--- src/hw/rtl/fpcc_pkg.sv ---
package fpcc_pkg;

  // Frame layout
  localparam int PAYLOAD_BYTES = 32;
  localparam int CHECK_BYTES   = 4;
  localparam int FRAME_BYTES   = PAYLOAD_BYTES + CHECK_BYTES;
  localparam int POS_W         = $clog2(FRAME_BYTES + 1);
  localparam int WORD_W        = 32;
  localparam int ADDR_W        = 3;

  localparam logic [POS_W-1:0] POS_PAYLOAD_END = POS_W'(PAYLOAD_BYTES);
  localparam logic [POS_W-1:0] POS_FRAME_END   = POS_W'(FRAME_BYTES);

  // CRC-32, MSB first
  localparam logic [WORD_W-1:0] CRC_POLY = 32'h04C1_1DB7;

  // Check mode codes; the unused code falls through to CRC
  typedef enum logic [1:0] {
    MODE_EVEN = 2'd0,
    MODE_ODD  = 2'd1,
    MODE_CRC  = 2'd2
  } check_mode_e;

  // Register indexes (byte address bit 2)
  localparam logic REG_CHECK_MODE   = 1'b0;
  localparam logic REG_RECEIVE_MODE = 1'b1;

  typedef struct packed {
    logic [1:0] check_mode;
    logic       receive_mode;
  } cfg_t;

  typedef struct packed {
    logic [POS_W-1:0] byte_pos;
  } stat_t;

  // One byte of the CRC, eight shift/xor steps
  function automatic logic [WORD_W-1:0] crc_byte(input logic [WORD_W-1:0] crc,
                                                 input logic [7:0] b);
    logic [WORD_W-1:0] c;
    c = crc ^ {b, 24'h0};
    for (int k = 0; k < 8; k++) begin
      if (c[WORD_W-1]) begin
        c = {c[WORD_W-2:0], 1'b0} ^ CRC_POLY;
      end else begin
        c = {c[WORD_W-2:0], 1'b0};
      end
    end
    return c;
  endfunction

endpackage

--- src/hw/rtl/fpcc_core.sv ---
module fpcc_core
  import fpcc_pkg::*;
(
  input  logic              clk_i,
  input  logic              rst_ni,
  input  cfg_t              cfg_i,
  input  logic              in_valid_i,
  output logic              in_stall_o,
  input  logic [7:0]        data_byte_i,
  input  logic              start_frame_i,
  output logic              out_valid_o,
  input  logic              out_stall_i,
  output logic [WORD_W-1:0] check_word_o,
  output logic              mismatch_o,
  output stat_t             stat_o
);

  // Input register
  logic             in_vld_q;
  logic [7:0]       byte_q;
  logic             start_q;
  logic             advance;

  // Frame state
  logic [POS_W-1:0]  pos_q, pos_d;
  logic [WORD_W-1:0] crc_q, crc_d;
  logic [WORD_W-1:0] par_q, par_d;
  logic [WORD_W-1:0] rcv_q, rcv_d;

  // Result register
  logic              out_vld_q;
  logic [WORD_W-1:0] word_q;
  logic              mis_q;

  logic              emit;
  logic              emit_mis;
  logic [WORD_W-1:0] sel_word;
  logic [POS_W-1:0]  pos_cur;
  logic [WORD_W-1:0] crc_cur, par_cur, rcv_cur;

  // Item moves on unless it ends a frame while the result slot is held
  assign advance    = in_vld_q && (!emit || !out_vld_q || !out_stall_i);
  assign in_stall_o = in_vld_q && !advance;

  always_ff @(posedge clk_i or negedge rst_ni) begin
    if (!rst_ni) begin
      in_vld_q <= 1'b0;
    end else if (!in_stall_o) begin
      in_vld_q <= in_valid_i;
    end
  end

  always_ff @(posedge clk_i) begin
    if (in_valid_i && !in_stall_o) begin
      byte_q  <= data_byte_i;
      start_q <= start_frame_i;
    end
  end

  // Next frame state and result
  always_comb begin
    pos_cur  = start_q ? '0 : pos_q;
    crc_cur  = start_q ? '0 : crc_q;
    par_cur  = start_q ? '0 : par_q;
    rcv_cur  = start_q ? '0 : rcv_q;
    pos_d    = pos_cur;
    crc_d    = crc_cur;
    par_d    = par_cur;
    rcv_d    = rcv_cur;
    emit     = 1'b0;
    emit_mis = 1'b0;
    if (pos_cur < POS_PAYLOAD_END) begin
      crc_d = crc_byte(crc_cur, byte_q);
      par_d = {par_cur[WORD_W-2:0], ~(^byte_q)};
      pos_d = pos_cur + POS_W'(1);
      emit  = (pos_d == POS_PAYLOAD_END) && !cfg_i.receive_mode;
    end else if (cfg_i.receive_mode && (pos_cur < POS_FRAME_END)) begin
      rcv_d    = {rcv_cur[WORD_W-9:0], byte_q};
      pos_d    = pos_cur + POS_W'(1);
      emit     = (pos_d == POS_FRAME_END);
      emit_mis = 1'b1;
    end
  end

  // Word chosen by check mode
  always_comb begin
    case (cfg_i.check_mode)
      MODE_EVEN: sel_word = par_d;
      MODE_ODD:  sel_word = ~par_d;
      default:   sel_word = crc_d;
    endcase
  end

  always_ff @(posedge clk_i or negedge rst_ni) begin
    if (!rst_ni) begin
      pos_q <= '0;
      crc_q <= '0;
      par_q <= '0;
      rcv_q <= '0;
    end else if (advance) begin
      pos_q <= pos_d;
      crc_q <= crc_d;
      par_q <= par_d;
      rcv_q <= rcv_d;
    end
  end

  // Result register
  always_ff @(posedge clk_i or negedge rst_ni) begin
    if (!rst_ni) begin
      out_vld_q <= 1'b0;
    end else if (advance && emit) begin
      out_vld_q <= 1'b1;
    end else if (!out_stall_i) begin
      out_vld_q <= 1'b0;
    end
  end

  always_ff @(posedge clk_i) begin
    if (advance && emit) begin
      word_q <= sel_word;
      mis_q  <= emit_mis && (rcv_d != sel_word);
    end
  end

  assign out_valid_o  = out_vld_q;
  assign check_word_o = word_q;
  assign mismatch_o   = mis_q;
  assign stat_o       = '{byte_pos: pos_q};

endmodule

--- config.mk ---
export PLATFORM = sky130hd
export DESIGN_NAME = fpcc_core
export DESIGN_NICKNAME = d
export VERILOG_FILES = /design/src/hw/rtl/fpcc_pkg.sv /design/src/hw/rtl/fpcc_core.sv
export SDC_FILE = /design/constraint.sdc
export NUM_CORES = 1
export LEC_CHECK = 0
export ABC_AREA = 1
export BUFFER_PORTS_ARGS = -buffer_cell sky130_fd_sc_hd__buf_2
export CAP_MARGIN = 20
export CELL_PAD_IN_SITES_DETAIL_PLACEMENT = 1
export CELL_PAD_IN_SITES_GLOBAL_PLACEMENT = 1
export CORE_AREA = 2 2 143 145
export DETAILED_ROUTE_END_ITERATION = 10
export DIE_AREA = 0 0 145 147
export PLACE_DENSITY = 0.92
export REMOVE_ABC_BUFFERS = 1
export SLEW_MARGIN = 30
export SYNTH_ARGS = -nofsm -noshare
export SYNTH_HDL_FRONTEND = slang
export SYNTH_SLANG_ARGS = --single-unit
--- constraint.sdc ---
create_clock -name clk_i -period 5.1 [get_ports clk_i]
set_input_delay 0.255 -clock clk_i [delete_from_list [all_inputs] [get_ports clk_i]]
set_output_delay 0.255 -clock clk_i [all_outputs]
set_load 0.005 [all_outputs]
==> qor.csv <==
stage;metric;value;unit
routing;drt-total-wl;32400;µm
cts;cts_resized;0;
critical_path;start_kind;register;
global_route;grt_max_degree;77;
sta;fin_skew;0.0108;ns
power_and_ir_drop;power_frac_seq;33.8;%
die;dieHeight;147;µm
power_and_ir_drop;p_clk_share;29.5;%
finish;area_growth;11.8;%
synth;synth_flop_cell;dfrtp_1;
run;maxCapViolations;0;
synth;synthesis.area;9330;µm²
routing;drtIter0Drc;721;
sta;maxSlewHeadroom;32.4;%
cts;htree_levels;4;
sta;worst_pin_slew;1.01;ns
die;chipWidth;145;µm
synth;yosysUniqueCellTypes;36;
sta;setup_viol;0;
synth;async_flop_share;71.2;%
finish;nFillCells;2595;
routing;ant_nets;0;
worst_hold_path;hp-start;out_stall_i;
synth;synth_edf_count;42;
critical_path;crit-reg2reg-launch;start_q;
critical_path;crit_slowest_cell;nor2_2;
synth;synth_area_leader_cell;dfrtp_1;
sta;post-route-period-util;75.8;%
cts;cts_hold_buffers;9;
cts;cts_tree;built;
global_route;gr-usage-all-layers;30.9;%
global_route;grt_pass1_vias;9743;
power_and_ir_drop;p_per_area;422;nW/µm²
power_and_ir_drop;switchingPower;0.00181;W
synth;synth.area.top_cells;dfrtp_1 28%, nand2_1 20%, edfxtp_1 14%;
critical_path;slowest_delay;0.76;ns
die;core;19800;µm²
finish;final_common_cell;nand2_1;
synth;syn_inst;1347;
critical_path;cp_num_buf_inv;3;
sta;min_period;3.87;ns
global_route;overflow;0;
placement;port_buffers;56;
global_route;grt_antenna_before_repair;0;
placement;dpl_cell_area;9740;µm²
routing;drt-pass1-iter-count;5;
finish;nets;1405;
finish;layout_common_cells;491 x nand2_1, 188 x inv_1, 116 x o21ai_0;
placement;post-dp-hpwl;21100;µm
finish;multi_input_area;4380;µm²
critical_path;worst-setup-path-type;register to register;
cts;postCtsSetupRepairBufs;0;
critical_path;path_cells;buf_4, nor2_2, inv_2, a21oi_1, a211oi_2, nand4_1, or2_4, nand2_4, nor2_2, inv_1, nand2_1, o21ai_1;
die;die-area;21300;µm²
sta;hold_viol;0;
finish;diodes;0;
routing;route.detailed.drc;0;
cts;cts_buffer_depth;2;
worst_hold_path;hold-path-endpoint;out_valid_o;
cts;clkTransAtPathRegs;0.06;ns
outcome;status;finished, final reports clean;
critical_path;r2r-end;crc_q[23];
routing;viasPerCell;5.62;
die;start_util;47.0;%
sta;rsz0062_at_grt;false;
critical_path;cp_max_fo;56;
finish;final_layout_size_suffix_gt1_share;10.9;%
routing;vias;9391;
die;rows;52;
sta;fmax;259;MHz
finish;regArea;3860;µm²
synth;syn_area_per_cell;6.92;µm²
sta;slew_violations;0;
power_and_ir_drop;vdd_drop_max;0.000215;V
critical_path;worst_path_dominant_cell_family;simple AND/OR/NAND/NOR gates;
global_route;grt_pass1_wl;51700;µm
critical_path;cp.required;5.42;ns
power_and_ir_drop;pwr-share-comb;36.7;%
cts;cts_sinks;146;
synth;yosysWarnings;0;
cts;cts_root_buf;clkbuf_16;
worst_hold_path;hold_class;input pin to register;
synth;seq_area_frac_synth;41.4;%
synth;synth_top_cell_area_share;27.9;%
routing;wl_per_cell;19.4;µm
finish;final_area;10400;µm²
power_and_ir_drop;switching_share;41.1;%
synth;synth_seq_cells;146;
worst_hold_path;min_delay_path_depth;3;
critical_path;path_common_cell;nor2_2;
power_and_ir_drop;leakage;5.08;nW
critical_path;cp.arrival;4.18;ns
critical_path;ff2ff_path_depth;12;
critical_path;end_kind;register;
cts;cts_made_buffers;17;
placement;place_congestion;0.892;
power_and_ir_drop;p_int;0.00259;W
die;io_pins;57;
cts;clkLatencyLatePin;0.44;ns
critical_path;r2r_slack;1.23;ns
sta;tns;0;ns
-- cell families (layout without fill, tap and decap cells) --
group / count (synthesis) / after routing / synth area share (%)
simple gates: 680 / 680 / 30.9
compound gates: 228 / 228 / 12.9
flops: 146 / 146 / 41.4
fa+ha+maj: 2 / 2 / 0.268
xor+xnor: 30 / 30 / 2.82
buf+inv: 261 / 314 / 11.6
-- area by class of cell --
class / instances / share of cell area [%]
Multi-Input combinational cell: 940 / 42.0
Sequential cell: 146 / 37.0
Inverter: 203 / 7.30
Timing Repair Buffer: 79 / 4.76
Clock buffer: 23 / 4.68
Tap cell: 270 / 3.24
Clock inverter: 9 / 0.996
-- cell usage after synthesis (7+ instances only) --
cell	count
nand2_1	491
inv_1	188
o21ai_0	116
dfrtp_1	104
nand3_1	99
o21ai_1	67
edfxtp_1	42
nor2_1	39
o22ai_1	33
clkbuf_1	22
xor2_1	21
nand2_2	18
buf_2	17
inv_2	14
xnor2_1	9
buf_6	8
nand2_4	8
nand3_2	7
-- routing by layer --
layer / wire length, µm / global-route usage (%) / vias up
li1: - / - / 4327
met2: 15300 / 50.1 / 302
met4: 1540 / 16.2 / 0
met5: 0 / 0 / -
met1: 13800 / 39.5 / 4670
met3: 1730 / 5.84 / 92
-- how the worst max path moves through the flow --
stage	from	slack [ns]	endpoint	cells past startpoint
2_1_floorplan	start_q	0.72	check_word_o[0]	13
3_3_place_gp	start_q	1.54	mismatch_o	17
3_5_place_dp	start_q	1.40	crc_q[23]	12
4_1_cts	start_q	1.29	crc_q[23]	12
5_1_grt	start_q	0.97	crc_q[23]	12
6_report	start_q	1.23	crc_q[23]	12
-- registers in the layout, summed over array words and instances, names as in the netlist --
name / cells
rcv_q: 32
byte_q: 8
out_valid_o: 1
par_q: 32
crc_q: 32
in_vld_q: 1
mismatch_o: 1
check_word_o: 32
start_q: 1
stat_o: 6
-- tightest hold or removal path, stage by stage --
cell	delay [ns]
buf_2	0.07
nand2_1	0.06
nand2_1	0.07
-- stage by stage --
stage / std cells / setup WS (ns) / total power [W] / hold WS, ns / utilization, %
3_5_place_dp: 1628 / 1.40 / 0.00303 / 0.435 / 49.1
4_1_cts: 1669 / 1.29 / 0.00438 / 0.00325 / 52.5
5_1_grt: 1670 / 0.973 / 0.00464 / 0.0619 / 52.6
3_3_place_gp: 1628 / 1.54 / 0.00296 / 0.434 / 49.1
2_1_floorplan: 1289 / 0.715 / 0.00253 / -0.0406 / -
6_report: 1670 / 1.23 / 0.00440 / 0.0604 / 52.6
-- power by group through the flow --
| stage | logic [W] | registers, W | clock network (W) |
|---|---|---|---|
| after CTS | 0.00159 | 0.00148 | 0.00130 |
| final | 0.00162 | 0.00149 | 0.00130 |
| after global placement | 0.00147 | 0.00149 | 0 |
| after floorplan | 0.00106 | 0.00146 | 0 |
| after detailed placement | 0.00154 | 0.00150 | 0 |
| after global routing | 0.00178 | 0.00150 | 0.00135 |
Power figures use the tool's default switching activity.
